===== src/rtl/rcs_pkg.sv =====
`default_nettype none

package rcs_pkg;

    // Number of variables that can be ranked in one job.
    localparam int NUM_VARS = 128;
    // Width of the chosen-variable map, fixed by the 7-bit variable number.
    localparam int MAP_BITS = 128;

    localparam int VAR_W    = 7;
    localparam int ROUND_W  = 12;
    localparam int DEGREE_W = 16;
    localparam int MODE_W   = 2;
    localparam int NB_W     = 2;
    localparam int CNT_W    = 8;

    // Both stream payloads pack three fields and pad to whole bytes.
    localparam int FIELDS_W = VAR_W + ROUND_W + DEGREE_W;
    localparam int TDATA_W  = ((FIELDS_W + 7) / 8) * 8;
    localparam int PAD_W    = TDATA_W - FIELDS_W;

    localparam logic [CNT_W-1:0] CNT_MAX = {CNT_W{1'b1}};

    // Entry kinds carried on tuser.
    localparam logic FUNC_CANDIDATE = 1'b0;
    localparam logic FUNC_CHOSEN    = 1'b1;

    // Ranking modes.
    localparam logic [MODE_W-1:0] MODE_ROUND_FIRST     = 2'd0;
    localparam logic [MODE_W-1:0] MODE_DEGREE_FIRST    = 2'd1;
    localparam logic [MODE_W-1:0] MODE_ROUND_FIRST_NB  = 2'd2;
    localparam logic [MODE_W-1:0] MODE_DEGREE_FIRST_NB = 2'd3;
    localparam logic [MODE_W-1:0] MODE_RESET           = MODE_DEGREE_FIRST_NB;

endpackage

`default_nettype wire


===== src/rtl/ranked_candidate_selector.sv =====
`default_nettype none

// Ranked candidate selector.
// Input stream (s_*): each transfer is one entry of a job. tuser = 1 marks a
// variable that is already chosen and only sets its bit in the 128-bit map;
// tuser = 0 marks a candidate with its round and rough degree, ranked against
// the running best under the mode held in the configuration register.
// tlast on a candidate ends the job; tlast on a chosen entry is ignored.
// Output stream (m_*): one transfer per job with the winner's position in
// the candidate sequence, its round and its degree.
// The last candidate's transfer enters the input register; the job's result
// is then loaded into the result register and taken from there (one input
// register, one result register). Throughput: one entry per cycle unless a
// job end is held (see below); the ranking compare and state update sit
// between the input register and the result register.
// When the receiver stalls, the result waits in the output register and
// entries keep flowing until a second job ends; that end entry then holds
// in the input register and s_tready drops until the result is taken. Reset
// clears the job state and the map, selects mode 3, empties both registers.
// The user must write the mode via cfg_wr_en only between jobs; not enforced.
module ranked_candidate_selector
(
    input  wire logic                         clk,
    input  wire logic                         rst_n,
    // Configuration: ranking mode.
    input  wire logic                         cfg_wr_en,
    input  wire logic [rcs_pkg::MODE_W-1:0]   cfg_wr_data,
    // Entry stream.
    input  wire logic                         s_tvalid,
    output      logic                         s_tready,
    // var_index[6:0], round_value[18:7], rough_degree[34:19], zero pad
    input  wire logic [rcs_pkg::TDATA_W-1:0]  s_tdata,
    // func
    input  wire logic                         s_tuser,
    input  wire logic                         s_tlast,
    // Result stream.
    output      logic                         m_tvalid,
    input  wire logic                         m_tready,
    // best_position[6:0], best_round[18:7], best_degree[34:19], zero pad
    output      logic [rcs_pkg::TDATA_W-1:0]  m_tdata
);
    import rcs_pkg::*;

    // Configuration register.
    logic [MODE_W-1:0]   mode_reg;

    // Input register.
    logic                stg_valid_reg;
    logic                stg_func_reg;
    logic [VAR_W-1:0]    stg_var_reg;
    logic [ROUND_W-1:0]  stg_round_reg;
    logic [DEGREE_W-1:0] stg_degree_reg;
    logic                stg_last_reg;

    // Job state.
    logic [MAP_BITS-1:0] map_reg,      map_next;
    logic [ROUND_W-1:0]  lead_round_reg,  lead_round_next;
    logic [DEGREE_W-1:0] lead_degree_reg, lead_degree_next;
    logic [NB_W-1:0]     lead_nb_reg,     lead_nb_next;
    logic [VAR_W-1:0]    lead_pos_reg,    lead_pos_next;
    logic [CNT_W-1:0]    cand_cnt_reg,    cand_cnt_next;
    logic                have_lead_reg,   have_lead_next;

    // Result register.
    logic                out_valid_reg, out_valid_next;
    logic [VAR_W-1:0]    out_pos_reg;
    logic [ROUND_W-1:0]  out_round_reg;
    logic [DEGREE_W-1:0] out_degree_reg;

    logic                stg_is_end;
    logic                stg_advance;
    logic                take_in;
    logic                emit;
    logic [VAR_W-1:0]    var_up;
    logic [VAR_W-1:0]    var_dn;
    logic                nb_up;
    logic                nb_dn;
    logic [NB_W-1:0]     nb_cnt;
    logic                same_rd;
    logic                nb_win;
    logic                round_win;
    logic                degree_win;
    logic                beats;
    logic                rank_ok;
    logic                chosen_ok;
    logic [VAR_W-1:0]    emit_pos;

    // Handshake: the input register moves on unless it holds a job end
    // while the result register is full and m_tready is low.
    assign stg_is_end  = stg_valid_reg && (stg_func_reg == FUNC_CANDIDATE) && stg_last_reg;
    assign stg_advance = stg_valid_reg && (!stg_is_end || !out_valid_reg || m_tready);
    assign s_tready    = !stg_valid_reg || stg_advance;
    assign take_in     = s_tvalid && s_tready;
    assign emit        = stg_advance && stg_is_end;

    // Chosen neighbours of the candidate: v-1 and v+1, none past the ends.
    assign var_up = stg_var_reg + VAR_W'(1);
    assign var_dn = stg_var_reg - VAR_W'(1);
    assign nb_up  = (stg_var_reg != {VAR_W{1'b1}}) ? map_reg[var_up] : 1'b0;
    assign nb_dn  = (stg_var_reg != '0) ? map_reg[var_dn] : 1'b0;
    assign nb_cnt = NB_W'(nb_up) + NB_W'(nb_dn);

    // Ranking against the running best.
    assign round_win  = (stg_round_reg > lead_round_reg) ||
                        ((stg_round_reg == lead_round_reg) &&
                         (stg_degree_reg < lead_degree_reg));
    assign degree_win = (stg_degree_reg < lead_degree_reg) ||
                        ((stg_degree_reg == lead_degree_reg) &&
                         (stg_round_reg > lead_round_reg));
    assign same_rd    = (stg_round_reg == lead_round_reg) &&
                        (stg_degree_reg == lead_degree_reg);
    assign nb_win     = same_rd && (nb_cnt < lead_nb_reg);

    always_comb
    begin
        case (mode_reg)
            MODE_ROUND_FIRST:     beats = round_win;
            MODE_DEGREE_FIRST:    beats = degree_win;
            MODE_ROUND_FIRST_NB:  beats = round_win || nb_win;
            MODE_DEGREE_FIRST_NB: beats = degree_win || nb_win;
            default:              beats = degree_win || nb_win;
        endcase
    end

    assign rank_ok   = {1'b0, cand_cnt_reg} < (CNT_W + 1)'(NUM_VARS);
    assign chosen_ok = {2'b00, stg_var_reg} < (VAR_W + 2)'(NUM_VARS);

    // Job state update for the entry in the input register.
    always_comb
    begin
        map_next         = map_reg;
        lead_round_next  = lead_round_reg;
        lead_degree_next = lead_degree_reg;
        lead_nb_next     = lead_nb_reg;
        lead_pos_next    = lead_pos_reg;
        cand_cnt_next    = cand_cnt_reg;
        have_lead_next   = have_lead_reg;
        if (stg_advance)
        begin
            if (stg_func_reg == FUNC_CHOSEN)
            begin
                if (chosen_ok)
                begin
                    map_next[stg_var_reg] = 1'b1;
                end
            end
            else
            begin
                if (rank_ok && (!have_lead_reg || beats))
                begin
                    have_lead_next   = 1'b1;
                    lead_round_next  = stg_round_reg;
                    lead_degree_next = stg_degree_reg;
                    lead_nb_next     = nb_cnt;
                    lead_pos_next    = cand_cnt_reg[VAR_W-1:0];
                end
                if (cand_cnt_reg != CNT_MAX)
                begin
                    cand_cnt_next = cand_cnt_reg + CNT_W'(1);
                end
            end
        end
    end

    // Winner position; MODE_DEGREE_FIRST alone reports position 0 for round 0.
    assign emit_pos = ((mode_reg == MODE_DEGREE_FIRST) && (lead_round_next == '0)) ?
                      '0 : lead_pos_next;

    // Result register valid.
    always_comb
    begin
        out_valid_next = out_valid_reg;
        if (m_tready)
        begin
            out_valid_next = 1'b0;
        end
        if (emit)
        begin
            out_valid_next = 1'b1;
        end
    end

    // Control registers.
    always_ff @(posedge clk or negedge rst_n)
    begin
        if (!rst_n)
        begin
            mode_reg        <= MODE_RESET;
            stg_valid_reg   <= 1'b0;
            map_reg         <= '0;
            lead_round_reg  <= '0;
            lead_degree_reg <= '1;
            lead_nb_reg     <= '0;
            lead_pos_reg    <= '0;
            cand_cnt_reg    <= '0;
            have_lead_reg   <= 1'b0;
            out_valid_reg   <= 1'b0;
        end
        else
        begin
            if (cfg_wr_en)
            begin
                mode_reg <= cfg_wr_data;
            end
            if (take_in)
            begin
                stg_valid_reg <= 1'b1;
            end
            else if (stg_advance)
            begin
                stg_valid_reg <= 1'b0;
            end
            out_valid_reg <= out_valid_next;
            // A job end returns all job state to its reset values.
            if (emit)
            begin
                map_reg         <= '0;
                lead_round_reg  <= '0;
                lead_degree_reg <= '1;
                lead_nb_reg     <= '0;
                lead_pos_reg    <= '0;
                cand_cnt_reg    <= '0;
                have_lead_reg   <= 1'b0;
            end
            else
            begin
                map_reg         <= map_next;
                lead_round_reg  <= lead_round_next;
                lead_degree_reg <= lead_degree_next;
                lead_nb_reg     <= lead_nb_next;
                lead_pos_reg    <= lead_pos_next;
                cand_cnt_reg    <= cand_cnt_next;
                have_lead_reg   <= have_lead_next;
            end
        end
    end

    // Payload registers.
    always_ff @(posedge clk)
    begin
        if (take_in)
        begin
            stg_func_reg   <= s_tuser;
            stg_var_reg    <= s_tdata[VAR_W-1:0];
            stg_round_reg  <= s_tdata[VAR_W +: ROUND_W];
            stg_degree_reg <= s_tdata[VAR_W + ROUND_W +: DEGREE_W];
            stg_last_reg   <= s_tlast;
        end
        if (emit)
        begin
            out_pos_reg    <= emit_pos;
            out_round_reg  <= lead_round_next;
            out_degree_reg <= lead_degree_next;
        end
    end

    assign m_tvalid = out_valid_reg;
    assign m_tdata  = {{PAD_W{1'b0}}, out_degree_reg, out_round_reg, out_pos_reg};

endmodule

`default_nettype wire


===== config.mk =====
export PLATFORM = sky130hd
export DESIGN_NAME = ranked_candidate_selector
export DESIGN_NICKNAME = d
export VERILOG_FILES = /design/src/rtl/rcs_pkg.sv /design/src/rtl/ranked_candidate_selector.sv
export SDC_FILE = /design/constraint.sdc
export NUM_CORES = 1
export LEC_CHECK = 0
export BUFFER_PORTS_ARGS = -buffer_cell sky130_fd_sc_hd__buf_4
export CAP_MARGIN = 30
export CORE_ASPECT_RATIO = 0.5
export CORE_MARGIN = 5
export CORE_UTILIZATION = 40
export DETAILED_ROUTE_END_ITERATION = 8
export GPL_TIMING_DRIVEN = 0
export PLACE_DENSITY = 0.53
export SYNTH_ARGS = -nofsm -noshare
export SYNTH_HDL_FRONTEND = slang
export SYNTH_SLANG_ARGS = --single-unit

===== constraint.sdc =====
create_clock -name clk -period 5.8 [get_ports clk]
set_input_delay 0.58 -clock clk [delete_from_list [all_inputs] [get_ports clk]]
set_output_delay 0.58 -clock clk [all_outputs]
set_load 0.005 [all_outputs]

# After elaboration in Yosys (flattened, before gate mapping)
# Cells that the tools add are included.
[word_totals] regBits=250 wordCells=116 out_inout_bits=42 input_bits=49
[op_classes] add_sub_neg=4 n_eq_ne=8 n_lt_le_gt_ge=8 n_reduce_logical=36 bitwise=2 muxes=40
[ops] operator="$mux W128" count=3
[ops] operator="$or A128 B128 Y128" count=1
[ops] operator="$mux W16" count=4
[ops] operator="$mux W12" count=4
[ops] operator="$mux W8" count=4
[ops] operator="$mux W7" count=4
[ops] operator="$lt A7 B8 Y1 const B" count=3
[ops] operator="$eq A16 B16 Y1" count=1
[ops] operator="$lt A16 B16 Y1" count=1
[ops] operator="$bmux W1 S7" count=2
[ops] operator="$mux W1" count=13
[ops] operator="$eq A12 B12 Y1" count=1
[ops] operator="$gt A12 B12 Y1" count=1
[ops] operator="$logic_and A1 B1 Y1" count=12
[ops] operator="$logic_not A12 Y1" count=1
[ops] operator="$reduce_bool A2 Y1" count=6
[ops] operator="$add A8 B1 Y8 const B" count=1
[ops] operator="$logic_or A1 B1 Y1" count=8
[ops] operator="$lt A8 B8 Y1 const B" count=1
[ops] operator="$mux W2" count=4
[ops] operator="$ne A8 B8 Y1 const B" count=1
[ops] operator="$add A7 B1 Y7 const B" count=1
[ops] operator="$demux W1 S7" count=1
[ops] operator="$ge A7 B1 Y1 const B" count=1
[ops] operator="14 further kinds" count=19

# Longest topological paths before layout
[depth] depth_word=16 ltp_mapped=23 depth_no_buf=16

# Worst setup path before layout
# OpenSTA, ideal clock, no wires.
[synth_timing] kind="register to register" from="register stg_var_reg[0]" to="register out_degree_reg[10], data pin" setup_ns=0.260 period_less_slack_ns=5.004 arrival_ns=4.744 path_slack_ns=0.796 path_buffers=7 path_stages_with_launch=23 t_required_ns=5.540 path_cell_list="edfxtp_1 clkbuf_2 buf_4 buf_4 buf_4 inv_1 ha_1 xnor2_1 buf_2 mux4_2 mux4_1 mux2_4 nand3_2 o211ai_2 ha_1 ha_1 o21ai_0 nand4b_1 a21oi_1 a211oi_1 buf_2 buf_4 mux2_2"
[synth_between] elab_chain_cells=14 word_cells_on_any_way=21 cone_classes="3 x add/sub; 1 x order compare; 1 x eq/ne; 10 x mux; 6 x reduce/logical"
[synth_lines] item="from (decl)" line="ranked_candidate_selector.sv:50" text="logic [VAR_W-1:0] stg_var_reg;"
[synth_lines] item="from (signal assigned)" line="ranked_candidate_selector.sv:244" text="stg_var_reg <= s_tdata[VAR_W-1:0];"
[synth_lines] item="$add A7 B1 Y7 / $sub A7 B1 Y7 (equally long branches)" line="ranked_candidate_selector.sv:97, ranked_candidate_selector.sv:98"
[synth_lines] item="$bmux W1 S7, on equally long branches" line="ranked_candidate_selector.sv:99, ranked_candidate_selector.sv:100"
[synth_lines] item="$mux W1, on equally long branches (2 in a row)" line="ranked_candidate_selector.sv:99, ranked_candidate_selector.sv:100"
[synth_lines] item="$add A1 B1 Y2 *" line="ranked_candidate_selector.sv:101" text="assign nb_cnt = NB_W'(nb_up) + NB_W'(nb_dn);"
[synth_lines] item="$lt A2 B2 Y1 *" line="ranked_candidate_selector.sv:112" text="assign nb_win = same_rd && (nb_cnt < lead_nb_reg);"
[synth_lines] item="$logic_and A1 B1 Y1 *" line="ranked_candidate_selector.sv:112"
[synth_lines] item="$logic_or A1 B1 Y1, on equally long branches"
[synth_lines] item="$pmux W1 S4 *" line="ranked_candidate_selector.sv:116" text="case (mode_reg)"
[synth_lines] item="$logic_or A1 B1 Y1 *" line="ranked_candidate_selector.sv:149" text="if (rank_ok && (!have_lead_reg || beats))"
[synth_lines] item="$logic_and A1 B1 Y1 *" line="ranked_candidate_selector.sv:149"
[synth_lines] item="$mux W16 *" line="ranked_candidate_selector.sv:149"
[synth_lines] item="$mux W16 *" line="ranked_candidate_selector.sv:140" text="if (stg_func_reg == FUNC_CHOSEN)"
[synth_lines] item="$mux W16 *" line="ranked_candidate_selector.sv:138" text="if (stg_advance)"
[synth_lines] item="via lead_degree_next[10]" line="ranked_candidate_selector.sv:58" text="logic [DEGREE_W-1:0] lead_degree_reg, lead_degree_next;"
[synth_lines] item="to (signal assigned)" line="ranked_candidate_selector.sv:253" text="out_degree_reg <= lead_degree_next;"
[synth_lines] item="to (decl)" line="ranked_candidate_selector.sv:68" text="logic [DEGREE_W-1:0] out_degree_reg;"
# Mark *: on every way through the listed nets, which the timed path passes. The rest lies on a longest branch. The select of a mux whose other input is x is not followed.
# A chain may end at the register's enable or synchronous reset.

# Worst setup path after layout
[layout_timing] from="register stg_var_reg[0]" to="register out_degree_reg[14], data pin"
# Same word-level chain as after synthesis.

==> impl_metrics.env <==
export IMPL_pwr_share_seq_pct=42.8
export IMPL_r2r_worst_path_cells=22
export IMPL_path_depth=22
export IMPL_crit_buf_inv=8
export IMPL_rsz0062_at_grt="no"
export IMPL_tritoncts="yes"
export IMPL_ctsRootBufferMaster="clkbuf_16"
export IMPL_yosysUniqueCellTypes=51
export IMPL_fin_nets=1313
export IMPL_p_sw_share_pct=27.7
export IMPL_status="finished, final reports clean"
export IMPL_async_flop_share_pct=71.2
export IMPL_start_kind="flop"
export IMPL_grt_max_degree=123
export IMPL_port_buffers=80
export IMPL_finalCriticalPeriod_ns=5.56
export IMPL_fillers=2946
export IMPL_synth_area_top_cells="dfrtp_1, edfxtp_1, mux4_2, nor2_1, a21oi_1"
export IMPL_cts_buffers_inserted=26
export IMPL_netlist_instances=1108
export IMPL_critical_path_class="reg2reg"
export IMPL_clockBufferDepth=3
export IMPL_power_net_switching_mw=1.45
export IMPL_io_pins=91
export IMPL_finalSetupViolCount=0
export IMPL_peakVddDrop_uv=218
export IMPL_skew_ns=0.0219
export IMPL_core_area_sq_um=31700
export IMPL_maxCapViolCount=0
export IMPL_clkSinkCount=250
export IMPL_die_y_um=137
export IMPL_fmax_mhz=180
export IMPL_relSlewSlack_pct=34.6
export IMPL_grt_pass1_vias=9398
export IMPL_largest_reg_flops=128
export IMPL_hold_violations=0
export IMPL_ys_ff_latch=250
export IMPL_worstReg2RegStart="stg_var_reg[0]"
export IMPL_p_comb_share_pct=20.6
export IMPL_start_util_pct=40.5
export IMPL_wl_per_cell_um=21.4
export IMPL_endpoint="out_degree_reg[14]"
export IMPL_drtIter0Drc=875
export IMPL_cp_cell_sequence="clkbuf_2, buf_6, buf_8, buf_8, inv_1, ha_2, xnor2_4, buf_6, mux4_2, mux4_1, mux2_4, nand3_2, o211ai_2, ha_1, ha_1, o21ai_0, nand4b_1, a21oi_1, a211oi_1, clkbuf_4, buf_4, mux2_2"
export IMPL_arrival_ns=5.85
export IMPL_cp_end_kind="flop"
export IMPL_vias_per_cell=5.51
export IMPL_route_detailed_drc=0
export IMPL_startpoint="stg_var_reg[0]"
export IMPL_first_pass_iters=5
export IMPL_hold_slack_ns=0.200
export IMPL_fin_util_pct=47.9
export IMPL_drt_total_wl_mm=35.9
export IMPL_die_area_sq_um=36000
export IMPL_grt_antenna_before_repair=0
export IMPL_synth_area_sq_um=12800
export IMPL_place_congestion=0.871
export IMPL_power_mw=5.24
export IMPL_ant_nets=0
export IMPL_htree_levels=1
export IMPL_insertion_delay_ns=0.55
export IMPL_yosys_most_used_dff="dfrtp_1"
export IMPL_drive_gt1_share_pct=24.2
export IMPL_hpwl_mm=24.8
export IMPL_p_per_area_nw_per_um2=346
export IMPL_p_int_mw=3.79
export IMPL_power_leakage_nw=6.86
export IMPL_synth_warnings=0
export IMPL_path_max_fanout=10
export IMPL_clkPwrFrac_pct=36.6
export IMPL_area_growth_pct=18.3
export IMPL_grt_usage_pct=20.0
export IMPL_clk_pin_slew_ns=0.07
export IMPL_period_share_pct=95.9
export IMPL_num_rows=46
export IMPL_grt_pass1_wl_mm=56.4
export IMPL_yosysTopAreaCell="dfrtp_1"
export IMPL_synth_edf_count=72
export IMPL_via_count=9266
export IMPL_cp_slowest_cell="mux4_1"
export IMPL_drv_slew=0
export IMPL_worstPathRequired_ns=6.08
export IMPL_avgSynthCellArea_sq_um=11.6
export IMPL_place_ws_ns=-0.618
export IMPL_reg2reg_to="out_degree_reg[14]"
export IMPL_die_w_um=263
export IMPL_slowest_delay_ns=0.51
export IMPL_path_delay_family="buffers and inverters"
export IMPL_min_path_type="in2reg"
export IMPL_rrSetupSlack_ns=0.24
export IMPL_worst_slew_pin_slew_ns=0.973
export IMPL_timing_final_ws_setup_ns=0.235
export IMPL_antennaDiodeCount=0
export IMPL_yosysSeqAreaShare_pct=51.8
export IMPL_synth_top_cell_area_share_pct=31.2
export IMPL_grt_overflow=0
-- kinds of logic after synthesis --
logic type      share of synthesized area (%)
simple gates                             11.6
flops                                    51.8
compound gates                           7.72
mux                                      20.0
buf+inv                                  4.20
fa+ha+maj                                3.32
xor+xnor                                 1.30
other cells                            0.0292
-- cell usage after synthesis, types with 10 or more instances --
master / number
mux4_2: 69
nand3_1: 13
clkbuf_1: 30
edfxtp_1: 72
dfstp_2: 18
buf_4: 19
mux2_2: 33
nor2_1: 195
o21ai_0: 11
mux2i_1: 60
ha_1: 34
inv_1: 40
buf_2: 12
a21oi_1: 139
dfrtp_1: 160
xnor2_1: 11
nor2b_1: 13
nand4_1: 10
nand2_1: 77
nor3_1: 12
-- worst reg2reg max path, delay by kind of cell (launching register included) --
| family | cells | cell delay, ns |
|---|---|---|
| compound gates | 4 | 0.48 |
| mux | 4 | 1.55 |
| buf+inv | 8 | 1.67 |
| simple gates | 2 | 0.18 |
| flops | 1 | 0.38 |
| fa+ha+maj | 3 | 0.78 |
| xor+xnor | 1 | 0.27 |
-- layer usage --
layer | wire length, um | part of all wire, % | GRT usage [%] | vias to the layer above
met1 | 15900 | 44 | 27.9 | 4748
met5 | 0 | 0 | 0 | -
met2 | 17200 | 48 | 33.2 | 263
met3 | 1900 | 5.3 | 3.48 | 49
met4 | 903 | 2.5 | 5.02 | 0
li1 | - | - | - | 4206
-- what timing repair did --
item                                    CTS  global route
hold buffers                              1             0
endpoints found under the setup margin   73            47
pin swaps                                 0             1
gates resized for setup                   8             7
hold endpoints to repair                 43             0
setup buffers                             0             3
-- power groups by stage --
stage                     combinational [mW]  clock, mW  sequential, mW
after CTS                               1.09       1.96            2.25
after floorplan                        0.765          0            2.23
after global routing                    1.21       2.03            2.27
after global placement                  1.04          0            2.27
after detailed placement                1.07          0            2.28
final                                   1.08       1.92            2.24
-- final cells by class --
class / instances / area (sq um) / area share, %
sequential: 250 / 6640 / 43.8
multi-input combinational: 750 / 5700 / 37.6
clock buffer: 38 / 807 / 5.32
timing repair buffer: 90 / 729 / 4.81
tap: 432 / 541 / 3.56
buffer: 71 / 422 / 2.78
clock inverter: 10 / 181 / 1.20
inverter: 41 / 154 / 1.01
-- how the worst min path moves through the flow --
stage / startpoint / to / slack [ns] / cells after the start
after global routing: s_tdata[5] / stg_var_reg[5] / 0.18 / 1
after floorplan: rst_n / cand_cnt_reg[0] / 0.28 / 0
after detailed placement: map_reg[50] / map_reg[50] / 0.50 / 2
after global placement: map_reg[20] / map_reg[20] / 0.49 / 2
after CTS: s_tdata[1] / stg_var_reg[1] / 0.17 / 1
final: s_tdata[2] / stg_var_reg[2] / 0.20 / 1
-- layout by cell type, fill, tap and decap left out, types with 11 or more instances in the layout --
cell       Yosys  final
a21oi_1      139    139
buf_4         19     99
clkbuf_1      30     31
clkbuf_16      0     27
dfrtp_1      160    160
dfstp_2       18     18
edfxtp_1      72     72
ha_1          34     33
inv_1         40     40
mux2_2        33     33
mux2i_1       60     60
mux4_2        69     69
nand2_1       77     77
nand3_1       13     13
nor2_1       195    195
nor2b_1       13     12
nor3_1        12     12
o21ai_0       11     11
-- per-stage QoR --
| stage | std cells | TNS [ns] | cell area, sq um |
|---|---|---|---|
| after detailed placement | 1630 | -29.10 | 14100 |
| final | 1682 | 0 | 15200 |
| after CTS | 1679 | 0 | 15100 |
| after floorplan | 1112 | 0 | 12800 |
| after global placement | 1624 | -29.59 | 14000 |
| after global routing | 1682 | 0 | 15200 |
No activity file was read; power rests on OpenSTA's default activity.
